[src/rtl/i2p_pkg.sv]
`timescale 1ns / 1ps
`default_nettype none
// ----------------------------------------------------------------------------
// i2p_pkg
// Types, codes and operator tables shared by the infix-to-postfix converter.
// ----------------------------------------------------------------------------
package i2p_pkg;

  typedef struct packed {
    logic [7:0] in_char;
    logic       is_final;
  } item_t;

  typedef struct packed {
    logic [7:0] out_char;
    logic [1:0] status;
    logic       run_last;
  } result_t;

  // result status codes
  localparam logic [1:0] ST_OK        = 2'd0;
  localparam logic [1:0] ST_UNMATCHED = 2'd1;
  localparam logic [1:0] ST_OVERFLOW  = 2'd2;
  localparam logic [1:0] ST_UNKNOWN   = 2'd3;

  // waiting relational
  localparam logic [1:0] PEND_NONE = 2'd0;
  localparam logic [1:0] PEND_GT   = 2'd1;
  localparam logic [1:0] PEND_LT   = 2'd2;

  localparam logic [5:0] MAX_RESULTS = 6'd40;

  // stack operator codes
  localparam logic [3:0] OP_PAREN = 4'd0;
  localparam logic [3:0] OP_OR    = 4'd1;
  localparam logic [3:0] OP_AND   = 4'd2;
  localparam logic [3:0] OP_EQ    = 4'd3;
  localparam logic [3:0] OP_NE    = 4'd4;
  localparam logic [3:0] OP_GE    = 4'd5;
  localparam logic [3:0] OP_LE    = 4'd6;
  localparam logic [3:0] OP_GT    = 4'd7;
  localparam logic [3:0] OP_LT    = 4'd8;
  localparam logic [3:0] OP_ADD   = 4'd9;
  localparam logic [3:0] OP_SUB   = 4'd10;
  localparam logic [3:0] OP_MUL   = 4'd11;
  localparam logic [3:0] OP_DIV   = 4'd12;
  localparam logic [3:0] OP_POW   = 4'd13;

  // characters
  localparam logic [7:0] CH_0      = "0";
  localparam logic [7:0] CH_9      = "9";
  localparam logic [7:0] CH_UA     = "A";
  localparam logic [7:0] CH_UZ     = "Z";
  localparam logic [7:0] CH_LA     = "a";
  localparam logic [7:0] CH_LZ     = "z";
  localparam logic [7:0] CH_LPAREN = "(";
  localparam logic [7:0] CH_RPAREN = ")";
  localparam logic [7:0] CH_BAR    = "|";
  localparam logic [7:0] CH_AMP    = "&";
  localparam logic [7:0] CH_EQ     = "=";
  localparam logic [7:0] CH_BANG   = "!";
  localparam logic [7:0] CH_GT     = ">";
  localparam logic [7:0] CH_LT     = "<";
  localparam logic [7:0] CH_PLUS   = "+";
  localparam logic [7:0] CH_MINUS  = "-";
  localparam logic [7:0] CH_STAR   = "*";
  localparam logic [7:0] CH_SLASH  = "/";
  localparam logic [7:0] CH_CARET  = "^";
  localparam logic [7:0] CH_NUL    = 8'h00;

  typedef enum logic [2:0] {
    K_ALNUM,
    K_OPEN,
    K_CLOSE,
    K_BIN,
    K_REL,
    K_BAD
  } kind_t;

  typedef struct packed {
    kind_t      kind;
    logic [3:0] code;
    logic [2:0] prio;
    logic       two;
    logic [1:0] pend;
  } dec_t;

  typedef enum logic [1:0] {
    M_PRIO,
    M_PAREN,
    M_ALL
  } mode_t;

  typedef enum logic [3:0] {
    S_IDLE,
    S_CLASS,
    S_EQ_PUSH,
    S_PEND_PUSH,
    S_PROC,
    S_RD,
    S_CHK,
    S_POP2,
    S_LEND,
    S_OP_PUSH,
    S_FIN,
    S_FIN_PUSH,
    S_DONE
  } state_t;

  typedef struct packed {
    logic       load;
    logic       emit;
    logic       push;
    logic       pop;
    logic       rd;
    logic       set_pend;
    logic       clr_pend;
    logic       set_skip;
    logic       clr_skip;
    logic       flush;
    logic [7:0] ch;
    logic [1:0] st;
    logic [3:0] code;
    logic [1:0] pend_val;
  } dp_cmd_t;

  typedef struct packed {
    logic [7:0] c;
    logic       fin;
    logic [1:0] pend;
    logic       skip;
    logic       empty;
    logic       full;
    logic [3:0] top;
    logic       emit_ok;
    logic       hold_valid;
    logic       out_free;
  } dp_sts_t;

  function automatic logic [2:0] op_prio(input logic [3:0] code);
    logic [2:0] p;
    case (code)
      OP_OR:                                      p = 3'd1;
      OP_AND:                                     p = 3'd2;
      OP_EQ, OP_NE, OP_GE, OP_LE, OP_GT, OP_LT:   p = 3'd3;
      OP_ADD, OP_SUB:                             p = 3'd4;
      OP_MUL, OP_DIV:                             p = 3'd5;
      OP_POW:                                     p = 3'd6;
      default:                                    p = 3'd0;
    endcase
    return p;
  endfunction

  function automatic logic [7:0] op_first(input logic [3:0] code);
    logic [7:0] ch;
    case (code)
      OP_PAREN:        ch = CH_LPAREN;
      OP_OR:           ch = CH_BAR;
      OP_AND:          ch = CH_AMP;
      OP_EQ:           ch = CH_EQ;
      OP_NE:           ch = CH_BANG;
      OP_GE, OP_GT:    ch = CH_GT;
      OP_LE, OP_LT:    ch = CH_LT;
      OP_ADD:          ch = CH_PLUS;
      OP_SUB:          ch = CH_MINUS;
      OP_MUL:          ch = CH_STAR;
      OP_DIV:          ch = CH_SLASH;
      OP_POW:          ch = CH_CARET;
      default:         ch = CH_NUL;
    endcase
    return ch;
  endfunction

  function automatic logic [7:0] op_second(input logic [3:0] code);
    logic [7:0] ch;
    case (code)
      OP_OR:                         ch = CH_BAR;
      OP_AND:                        ch = CH_AMP;
      OP_EQ, OP_NE, OP_GE, OP_LE:    ch = CH_EQ;
      default:                       ch = CH_NUL;
    endcase
    return ch;
  endfunction

  function automatic dec_t op_decode(input logic [7:0] c);
    dec_t d;
    d.kind = K_BAD;
    d.code = OP_PAREN;
    d.prio = 3'd0;
    d.two  = 1'b0;
    d.pend = PEND_NONE;
    if ((c >= CH_0 && c <= CH_9) || (c >= CH_UA && c <= CH_UZ) ||
        (c >= CH_LA && c <= CH_LZ)) begin
      d.kind = K_ALNUM;
    end else begin
      case (c)
        CH_LPAREN: d.kind = K_OPEN;
        CH_RPAREN: d.kind = K_CLOSE;
        CH_BAR:    begin d.kind = K_BIN; d.code = OP_OR;  d.two = 1'b1; end
        CH_AMP:    begin d.kind = K_BIN; d.code = OP_AND; d.two = 1'b1; end
        CH_EQ:     begin d.kind = K_BIN; d.code = OP_EQ;  d.two = 1'b1; end
        CH_BANG:   begin d.kind = K_BIN; d.code = OP_NE;  d.two = 1'b1; end
        CH_GT:     begin d.kind = K_REL; d.code = OP_GT;  d.pend = PEND_GT; end
        CH_LT:     begin d.kind = K_REL; d.code = OP_LT;  d.pend = PEND_LT; end
        CH_PLUS:   begin d.kind = K_BIN; d.code = OP_ADD; end
        CH_MINUS:  begin d.kind = K_BIN; d.code = OP_SUB; end
        CH_STAR:   begin d.kind = K_BIN; d.code = OP_MUL; end
        CH_SLASH:  begin d.kind = K_BIN; d.code = OP_DIV; end
        CH_CARET:  begin d.kind = K_BIN; d.code = OP_POW; end
        default:   d.kind = K_BAD;
      endcase
      d.prio = op_prio(d.code);
    end
    return d;
  endfunction

endpackage
`default_nettype wire

[src/rtl/infix_to_postfix_converter_top.sv]
`timescale 1ns / 1ps
`default_nettype none
// ----------------------------------------------------------------------------
// infix_to_postfix_converter_top
// Streaming shunting-yard converter: infix ASCII characters in, postfix
// characters out, with error results for bad input.
// ----------------------------------------------------------------------------
// One infix character is taken per input transaction, and the block works on
// it alone until all its results are handed on. Each stacked operator popped
// costs a stack memory read and a compare, plus a further emit for the second
// character of a two-character operator, so a long pop run or the flush after
// is_final scales with the stack depth reached. Results are marked run_last on
// the last one of each transaction; one result is held back internally until
// it is known whether another follows. A stall on result_ready holds the
// sequencer only when a new result must move out. The stack memory needs no
// clearing after reset.
module infix_to_postfix_converter_top #(
  parameter int STACK_DEPTH = 16
) (
  input  logic             clk,
  input  logic             rst,
  input  logic             item_valid,
  output logic             item_ready,
  input  i2p_pkg::item_t   item,
  output logic             result_valid,
  input  logic             result_ready,
  output i2p_pkg::result_t result
);
  import i2p_pkg::*;

  dp_cmd_t cmd;
  dp_sts_t sts;

  i2p_ctrl u_ctrl (
    .clk        (clk),
    .rst        (rst),
    .item_valid (item_valid),
    .item_ready (item_ready),
    .sts        (sts),
    .cmd        (cmd)
  );

  i2p_dp #(
    .STACK_DEPTH (STACK_DEPTH)
  ) u_dp (
    .clk          (clk),
    .rst          (rst),
    .item         (item),
    .cmd          (cmd),
    .sts          (sts),
    .result_valid (result_valid),
    .result_ready (result_ready),
    .result       (result)
  );

endmodule
`default_nettype wire

[src/rtl/i2p_dp.sv]
`timescale 1ns / 1ps
`default_nettype none
// ----------------------------------------------------------------------------
// i2p_dp
// Datapath: operator stack memory, stack count, relational wait and skip
// flags, one-deep result hold (to mark the last result) and output register.
// ----------------------------------------------------------------------------
module i2p_dp #(
  parameter int STACK_DEPTH = 16
) (
  input  logic              clk,
  input  logic              rst,
  input  i2p_pkg::item_t    item,
  input  i2p_pkg::dp_cmd_t  cmd,
  output i2p_pkg::dp_sts_t  sts,
  output logic              result_valid,
  input  logic              result_ready,
  output i2p_pkg::result_t  result
);
  import i2p_pkg::*;

  localparam int IW = (STACK_DEPTH > 1) ? $clog2(STACK_DEPTH) : 1;
  localparam int CW = $clog2(STACK_DEPTH + 1);
  localparam logic [CW-1:0] DEPTH_C = CW'(STACK_DEPTH);

  logic [3:0]    mem [STACK_DEPTH];
  logic [CW-1:0] count;
  logic [CW-1:0] count_m1;
  logic [IW-1:0] rd_addr;
  logic [IW-1:0] wr_addr;
  logic [3:0]    top;
  logic [7:0]    c;
  logic          fin;
  logic [1:0]    pend;
  logic          skip;
  logic [5:0]    res_cnt;
  logic          hold_valid;
  logic [7:0]    hold_char;
  logic [1:0]    hold_st;
  logic          full;
  logic          cap;
  logic          out_free;
  logic          emit_ok;
  logic          emit_go;
  logic          flush_go;
  logic          out_load;

  assign count_m1 = count - CW'(1);
  assign rd_addr  = count_m1[IW-1:0];
  assign wr_addr  = count[IW-1:0];
  assign full     = (count == DEPTH_C);
  assign cap      = (res_cnt == MAX_RESULTS);
  assign out_free = !result_valid || result_ready;
  // results past the limit are dropped, so the emit completes at once
  assign emit_ok  = cap || !hold_valid || out_free;
  assign emit_go  = cmd.emit && emit_ok && !cap;
  assign flush_go = cmd.flush && hold_valid && out_free;
  assign out_load = (emit_go && hold_valid) || flush_go;

  always_ff @(posedge clk) begin
    if (cmd.push && !full) begin
      mem[wr_addr] <= cmd.code;
    end
    if (cmd.rd) begin
      top <= mem[rd_addr];
    end
  end

  always_ff @(posedge clk) begin
    if (rst) begin
      count <= '0;
      pend  <= PEND_NONE;
      skip  <= 1'b0;
    end else begin
      if (cmd.push && !full) begin
        count <= count + CW'(1);
      end else if (cmd.pop) begin
        count <= count_m1;
      end
      if (cmd.clr_pend) begin
        pend <= PEND_NONE;
      end else if (cmd.set_pend) begin
        pend <= cmd.pend_val;
      end
      if (cmd.clr_skip) begin
        skip <= 1'b0;
      end else if (cmd.set_skip) begin
        skip <= 1'b1;
      end
    end
  end

  always_ff @(posedge clk) begin
    if (cmd.load) begin
      c   <= item.in_char;
      fin <= item.is_final;
    end
  end

  always_ff @(posedge clk) begin
    if (rst) begin
      hold_valid <= 1'b0;
      res_cnt    <= '0;
    end else if (cmd.load) begin
      hold_valid <= 1'b0;
      res_cnt    <= '0;
    end else if (emit_go) begin
      hold_valid <= 1'b1;
      res_cnt    <= res_cnt + 6'd1;
    end else if (flush_go) begin
      hold_valid <= 1'b0;
    end
  end

  always_ff @(posedge clk) begin
    if (emit_go) begin
      hold_char <= cmd.ch;
      hold_st   <= cmd.st;
    end
  end

  always_ff @(posedge clk) begin
    if (rst) begin
      result_valid <= 1'b0;
    end else if (out_load) begin
      result_valid <= 1'b1;
    end else if (result_ready) begin
      result_valid <= 1'b0;
    end
  end

  always_ff @(posedge clk) begin
    if (out_load) begin
      result.out_char <= hold_char;
      result.status   <= hold_st;
      result.run_last <= flush_go;
    end
  end

  always_comb begin
    sts.c          = c;
    sts.fin        = fin;
    sts.pend       = pend;
    sts.skip       = skip;
    sts.empty      = (count == '0);
    sts.full       = full;
    sts.top        = top;
    sts.emit_ok    = emit_ok;
    sts.hold_valid = hold_valid;
    sts.out_free   = out_free;
  end

endmodule
`default_nettype wire

[src/rtl/i2p_ctrl.sv]
`timescale 1ns / 1ps
`default_nettype none
// ----------------------------------------------------------------------------
// i2p_ctrl
// Controller: sequences one character through wait/skip handling, operator
// pops, push and final flush, driving the datapath by command.
// ----------------------------------------------------------------------------
module i2p_ctrl (
  input  logic              clk,
  input  logic              rst,
  input  logic              item_valid,
  output logic              item_ready,
  input  i2p_pkg::dp_sts_t  sts,
  output i2p_pkg::dp_cmd_t  cmd
);
  import i2p_pkg::*;

  state_t state, state_next;
  mode_t  mode, mode_next;
  dec_t   dec;
  logic   stop;
  logic   push_done;

  assign dec       = op_decode(sts.c);
  assign push_done = !sts.full || sts.emit_ok;

  always_comb begin
    case (mode)
      M_PRIO:  stop = (sts.top == OP_PAREN) || (op_prio(sts.top) < dec.prio);
      M_PAREN: stop = (sts.top == OP_PAREN);
      default: stop = 1'b0;
    endcase
  end

  always_ff @(posedge clk) begin
    if (rst) begin
      state <= S_IDLE;
      mode  <= M_PRIO;
    end else begin
      state <= state_next;
      mode  <= mode_next;
    end
  end

  always_comb begin
    state_next = state;
    mode_next  = mode;
    item_ready = 1'b0;
    cmd        = '0;
    cmd.st     = ST_OK;
    case (state)
      S_IDLE: begin
        item_ready = 1'b1;
        if (item_valid) begin
          cmd.load   = 1'b1;
          state_next = S_CLASS;
        end
      end
      S_CLASS: begin
        if (sts.skip) begin
          cmd.clr_skip = 1'b1;
          state_next   = S_FIN;
        end else if (sts.pend != PEND_NONE && sts.c == CH_EQ) begin
          state_next = S_EQ_PUSH;
        end else if (sts.pend != PEND_NONE) begin
          state_next = S_PEND_PUSH;
        end else begin
          state_next = S_PROC;
        end
      end
      S_EQ_PUSH: begin
        cmd.push = 1'b1;
        cmd.emit = sts.full;
        cmd.st   = ST_OVERFLOW;
        cmd.code = (sts.pend == PEND_GT) ? OP_GE : OP_LE;
        cmd.ch   = (sts.pend == PEND_GT) ? CH_GT : CH_LT;
        if (push_done) begin
          cmd.clr_pend = 1'b1;
          state_next   = S_FIN;
        end
      end
      S_PEND_PUSH: begin
        cmd.push = 1'b1;
        cmd.emit = sts.full;
        cmd.st   = ST_OVERFLOW;
        cmd.code = (sts.pend == PEND_GT) ? OP_GT : OP_LT;
        cmd.ch   = (sts.pend == PEND_GT) ? CH_GT : CH_LT;
        if (push_done) begin
          cmd.clr_pend = 1'b1;
          state_next   = S_PROC;
        end
      end
      S_PROC: begin
        cmd.ch = sts.c;
        case (dec.kind)
          K_ALNUM: begin
            cmd.emit = 1'b1;
            if (sts.emit_ok) begin
              state_next = S_FIN;
            end
          end
          K_OPEN: state_next = S_OP_PUSH;
          K_CLOSE: begin
            mode_next  = M_PAREN;
            state_next = S_RD;
          end
          K_BIN, K_REL: begin
            mode_next  = M_PRIO;
            state_next = S_RD;
          end
          default: begin
            cmd.emit = 1'b1;
            cmd.st   = ST_UNKNOWN;
            if (sts.emit_ok) begin
              state_next = S_FIN;
            end
          end
        endcase
      end
      S_RD: begin
        cmd.rd     = 1'b1;
        state_next = sts.empty ? S_LEND : S_CHK;
      end
      S_CHK: begin
        if (stop) begin
          state_next = S_LEND;
        end else begin
          cmd.emit = 1'b1;
          cmd.ch   = op_first(sts.top);
          if (sts.emit_ok) begin
            cmd.pop    = 1'b1;
            state_next = (op_second(sts.top) != CH_NUL) ? S_POP2 : S_RD;
          end
        end
      end
      S_POP2: begin
        cmd.emit = 1'b1;
        cmd.ch   = op_second(sts.top);
        if (sts.emit_ok) begin
          state_next = S_RD;
        end
      end
      S_LEND: begin
        case (mode)
          M_PRIO: begin
            if (dec.kind == K_REL) begin
              cmd.set_pend = 1'b1;
              cmd.pend_val = dec.pend;
              state_next   = S_FIN;
            end else begin
              state_next = S_OP_PUSH;
            end
          end
          M_PAREN: begin
            if (!sts.empty) begin
              // drop the matching open paren
              cmd.pop    = 1'b1;
              state_next = S_FIN;
            end else begin
              cmd.emit = 1'b1;
              cmd.ch   = CH_RPAREN;
              cmd.st   = ST_UNMATCHED;
              if (sts.emit_ok) begin
                state_next = S_FIN;
              end
            end
          end
          default: state_next = S_DONE;
        endcase
      end
      S_OP_PUSH: begin
        cmd.push = 1'b1;
        cmd.emit = sts.full;
        cmd.st   = ST_OVERFLOW;
        cmd.code = dec.code;
        cmd.ch   = sts.c;
        if (push_done) begin
          cmd.set_skip = dec.two;
          state_next   = S_FIN;
        end
      end
      S_FIN: begin
        if (sts.fin) begin
          cmd.clr_skip = 1'b1;
          if (sts.pend != PEND_NONE) begin
            state_next = S_FIN_PUSH;
          end else begin
            mode_next  = M_ALL;
            state_next = S_RD;
          end
        end else begin
          state_next = S_DONE;
        end
      end
      S_FIN_PUSH: begin
        cmd.push = 1'b1;
        cmd.emit = sts.full;
        cmd.st   = ST_OVERFLOW;
        cmd.code = (sts.pend == PEND_GT) ? OP_GT : OP_LT;
        cmd.ch   = (sts.pend == PEND_GT) ? CH_GT : CH_LT;
        if (push_done) begin
          cmd.clr_pend = 1'b1;
          mode_next    = M_ALL;
          state_next   = S_RD;
        end
      end
      S_DONE: begin
        // held result leaves marked as the last of the transaction
        cmd.flush = 1'b1;
        if (!sts.hold_valid || sts.out_free) begin
          state_next = S_IDLE;
        end
      end
      default: state_next = S_IDLE;
    endcase
  end

endmodule
`default_nettype wire

[config.mk]
export PLATFORM = sky130hd
export DESIGN_NAME = infix_to_postfix_converter_top
export DESIGN_NICKNAME = d
export VERILOG_FILES = /design/src/rtl/i2p_pkg.sv /design/src/rtl/infix_to_postfix_converter_top.sv /design/src/rtl/i2p_dp.sv /design/src/rtl/i2p_ctrl.sv
export SDC_FILE = /design/constraint.sdc
export NUM_CORES = 1
export LEC_CHECK = 0
export BUFFER_PORTS_ARGS = -buffer_cell sky130_fd_sc_hd__buf_2
export CORE_UTILIZATION = 56
export CTS_CLUSTER_DIAMETER = 200
export DETAILED_ROUTE_END_ITERATION = 7
export MAX_ROUTING_LAYER = met4
export PLACE_DENSITY = 0.76
export SETUP_SLACK_MARGIN = 0.15
export SLEW_MARGIN = 20
export SYNTH_ARGS = -nofsm -noshare
export SYNTH_HDL_FRONTEND = slang
export SYNTH_SLANG_ARGS = --single-unit
[constraint.sdc]
create_clock -name clk -period 3.8 [get_ports clk]
set_input_delay 1.14 -clock clk [delete_from_list [all_inputs] [get_ports clk]]
set_output_delay 1.14 -clock clk [all_outputs]
set_load 0.1 [all_outputs]
==> results.md <==
- Remaining DRCs: 0
- H-tree depth: 4
- Number of cells on the critical path: 16
- Crit. End Element: flip-flop
- Iteration-0 DRC Markers: 416
- Final Hold Viols: 0
- # clock sinks: 120
- Static Leak: 2.89 nW
- Reg area: between 3000 and 4000 sq um
- Mapped Area: between 6000 and 7000 sq um
- Worst-path cell chain: buf_6 -> nor4bb_1 -> o211ai_1 -> buf_4 -> o211a_4 -> a21oi_2 -> nand2_1 -> o21ai_2 -> ha_2 -> a2111oi_4 -> o221ai_2 -> a311oi_4 -> buf_6 -> a211oi_4 -> o21ba_1 -> mux2_4
- Maximum clock path buffer count: 2
- Final Core Density: 72.4%
- Number of enable flip-flop cells after synthesis: 98
- Pin count of the biggest net entering global routing: 23
- Detailed placement HPWL: around 11000 um
- TritonCTS clock tree: done
- Area contributors post-synth: edfxtp_1 46%, mux4_2 7.0%, dfxtp_1 6.9%, ha_1 2.9%, nand2_1 2.8%
- Clock slew at reported path FFs: around 60 ps
- Worst reg2reg startpoint: u_dp.c[4]
- Worst hold slack: roughly 420 ps
- Die ar.: 11900 sq um
- Multi-input logic area: ~3100 sq um
- Crit Path Category: reg -> reg
- Power density over cell area: between 700 and 800 nW/um^2
- Initial antenna violation count: 0
- Design Area, Final: a little under 8000 sq um
- Final #Nets: approximately 670
- CP max FO: 7
- Setup Viol. Count Final: 0
- # rows: 38
- Max VDD drop: between 0.5 and 0.6 mV
- Top_reg_cell synth: edfxtp_1
- Ys async rst share: 0%
- Mapped Nets: ~580
- Crit path top cell by count: buf_6
- Clock Skews: roughly 6.4 ps
- Relative slew slack: about half
- TritonCTS Buffers: 17
- Number of global-route vias before repair: roughly 4600
- I/O Pins: 26
- IO buf count: 25
- Root cell of the clock tree: clkbuf_16
- Peak Freq: about 270 MHz
- Ys Warns: 0
- Fin crit period: between 3000 and 4000 ps
- Final Max Slew Viols: 0
- Vias: roughly 5100
- Dpl cells: between 700 and 800
- Chip Height: between 100 and 150 um
- Most frequent cells in the layout: 98 x edfxtp_1, 58 x buf_4, 44 x nand2_1, 44 x nor2_1, 28 x a21oi_1
- Reg2reg path depth: 16
- Worst min-delay path class: reg -> reg
- Diode count: 0
- CP max stage delay: around 520 ps
- Overflow after GRT: 0
- Clk_lat worst skew: 420 ps
- Worst path slowest cell: edfxtp_1
- CP arrival: between 4000 and 5000 ps
- FILL cells: 757
- Bufs and invs on worst path: 3
- WL final: ~17000 um
- Max-cap violations: 0
- FF+latch count, synth: 120
- Global placement routability congestion: 1.00
- Non-Filler Instances: 793
- CP Data Required Time: between 4000 and 5000 ps
- Starting Density: 58.5%
- Antenna Nets Post-Route: 0
- Mapped Cells: 556
- Seq/Total Area, Yosys: a little over half
- Run status: complete, no violations
- Worst-Margin Slew: 746 ps
- Mean Syn Cell Area: 11.6 sq um
- RSZ-0062 raised after global routing: yes
- Core Region: 11000 sq um
- Most common cell after layout, fill and taps aside: edfxtp_1
- Hold_buf cts: 0
- Post-synth top area share: 45.8%
- Yosys cell types: 73
- Min-delay src: u_dp.hold_char[4]
- Die width: about 110 um
- First-pass GRT wire length: 25000 um
- Tcrit/Tclk final: 98.9%
- Fraction of layout cells with a size suffix above 1: a little under a third
- Layout overhead on the synthesized area: 23.8%
- DR vias/cell: about 6.5
- Startpoint types: flip-flop
- Total GRT Usage: about 30%
- Placement Cell Area: between 6000 and 7000 sq um
- Crit path max-delay family: compound AO/OA/AOI/OAI gates
- Routed len/inst: between 20 and 25 um
- Pwr Total: roughly 6 mW
- Worst Setup SP: u_dp.c[4]
- Biggest area consumer among synthesized cells: edfxtp_1
- Hold Crit Depth: 0
- Drt first pass iters: 5
-- layout make-up --
cell class	instances	area share, %
sequential	120	42.5
multi-input combinational	390	38.6
timing repair buffer	94	8.61
clock buffer	17	5.35
tap	140	2.20
clock inverter	15	1.89
inverter	17	0.834
-- cells in the mapped netlist, types with 9 or more instances --
cell      number
edfxtp_1      98
nand2_1       48
nor2_1        44
a21oi_1       31
o21ai_0       29
dfxtp_1       22
mux4_2        20
clkbuf_1      18
inv_1         17
nand3_1       16
ha_1          15
and2_1        13
o211ai_1      11
nor2b_1       10
mux2i_1        9
nand2b_1       9
-- metal layers --
layer  global-route usage, %  wire, um  vias up
met5                       -         0        -
met4                    10.0       393        0
met3                    5.14      1390       40
met2                    43.8      7930      273
met1                    41.7      7160     2499
li1                        -         -     2316
-- flip-flops by register name (all words and copies together) (netlist names) --
signal             cells
u_dp.mem              64
u_dp.skip              1
u_dp.hold_char         8
u_ctrl.mode            2
u_dp.pend              2
u_dp.fin               1
u_dp.result           11
u_dp.count             5
u_dp.result_valid      1
u_dp.top               4
u_ctrl.state           4
u_dp.hold_st           2
u_dp.res_cnt           6
u_dp.c                 8
u_dp.hold_valid        1
-- final timing paths --
check	end	slack, ps
min	u_dp.result[7]	420
max	u_dp.count[3]	40
min reg2reg	u_dp.result[7]	420
max reg2reg	u_dp.count[3]	40
-- through the flow --
| stage | TNS, ps | setup WS (ps) |
|---|---|---|
| after floorplan | 0 | 209 |
| after global placement | 0 | 149 |
| after detailed placement | 0 | 60.7 |
| after CTS | 0 | 172 |
| after global routing | -268 | -42.6 |
| final | 0 | 43.1 |
-- worst register-to-register path, cell delays in order, from the launching register on --
cell and delay, ps:
edfxtp_1 520, buf_6 180, nor4bb_1 120, o211ai_1 330, buf_4 190, o211a_4 170
a21oi_2 60, nand2_1 100, o21ai_2 50, ha_2 180, a2111oi_4 410, o221ai_2 200
a311oi_4 350, buf_6 170, a211oi_4 90, o21ba_1 220, mux2_4 300
-- cells by family (layout without fill, tap and decap cells) --
| logic type | count (synthesis) | in the layout | synth area share (%) |
|---|---|---|---|
| AND/OR/NAND/NOR | 203 | 204 | 16.9 |
| AO/OA/AOI/OAI | 132 | 132 | 14.6 |
| flip-flops | 120 | 120 | 52.7 |
| buffers and inverters | 47 | 143 | 2.90 |
| multiplexers | 34 | 34 | 9.29 |
| adder cells (fa/ha/maj) | 15 | 15 | 2.92 |
| XOR/XNOR | 5 | 5 | 0.682 |
-- power breakdown --
part | switching, mW | internal [mW]
Sequential | 0.180 | 1.66
Clock | 0.684 | 0.869
Combinational | 1.40 | 1.05
Total | 2.26 | 3.57
-- what timing repair did --
action                                  in CTS  in global routing
buffers inserted                             7                 19
resized for setup                            5                 55
endpoints found under the setup margin      38                 43
pin swaps                                    0                 10
gates cloned                                 0                  2
Note: power is estimated with default switching activity, not from simulation.
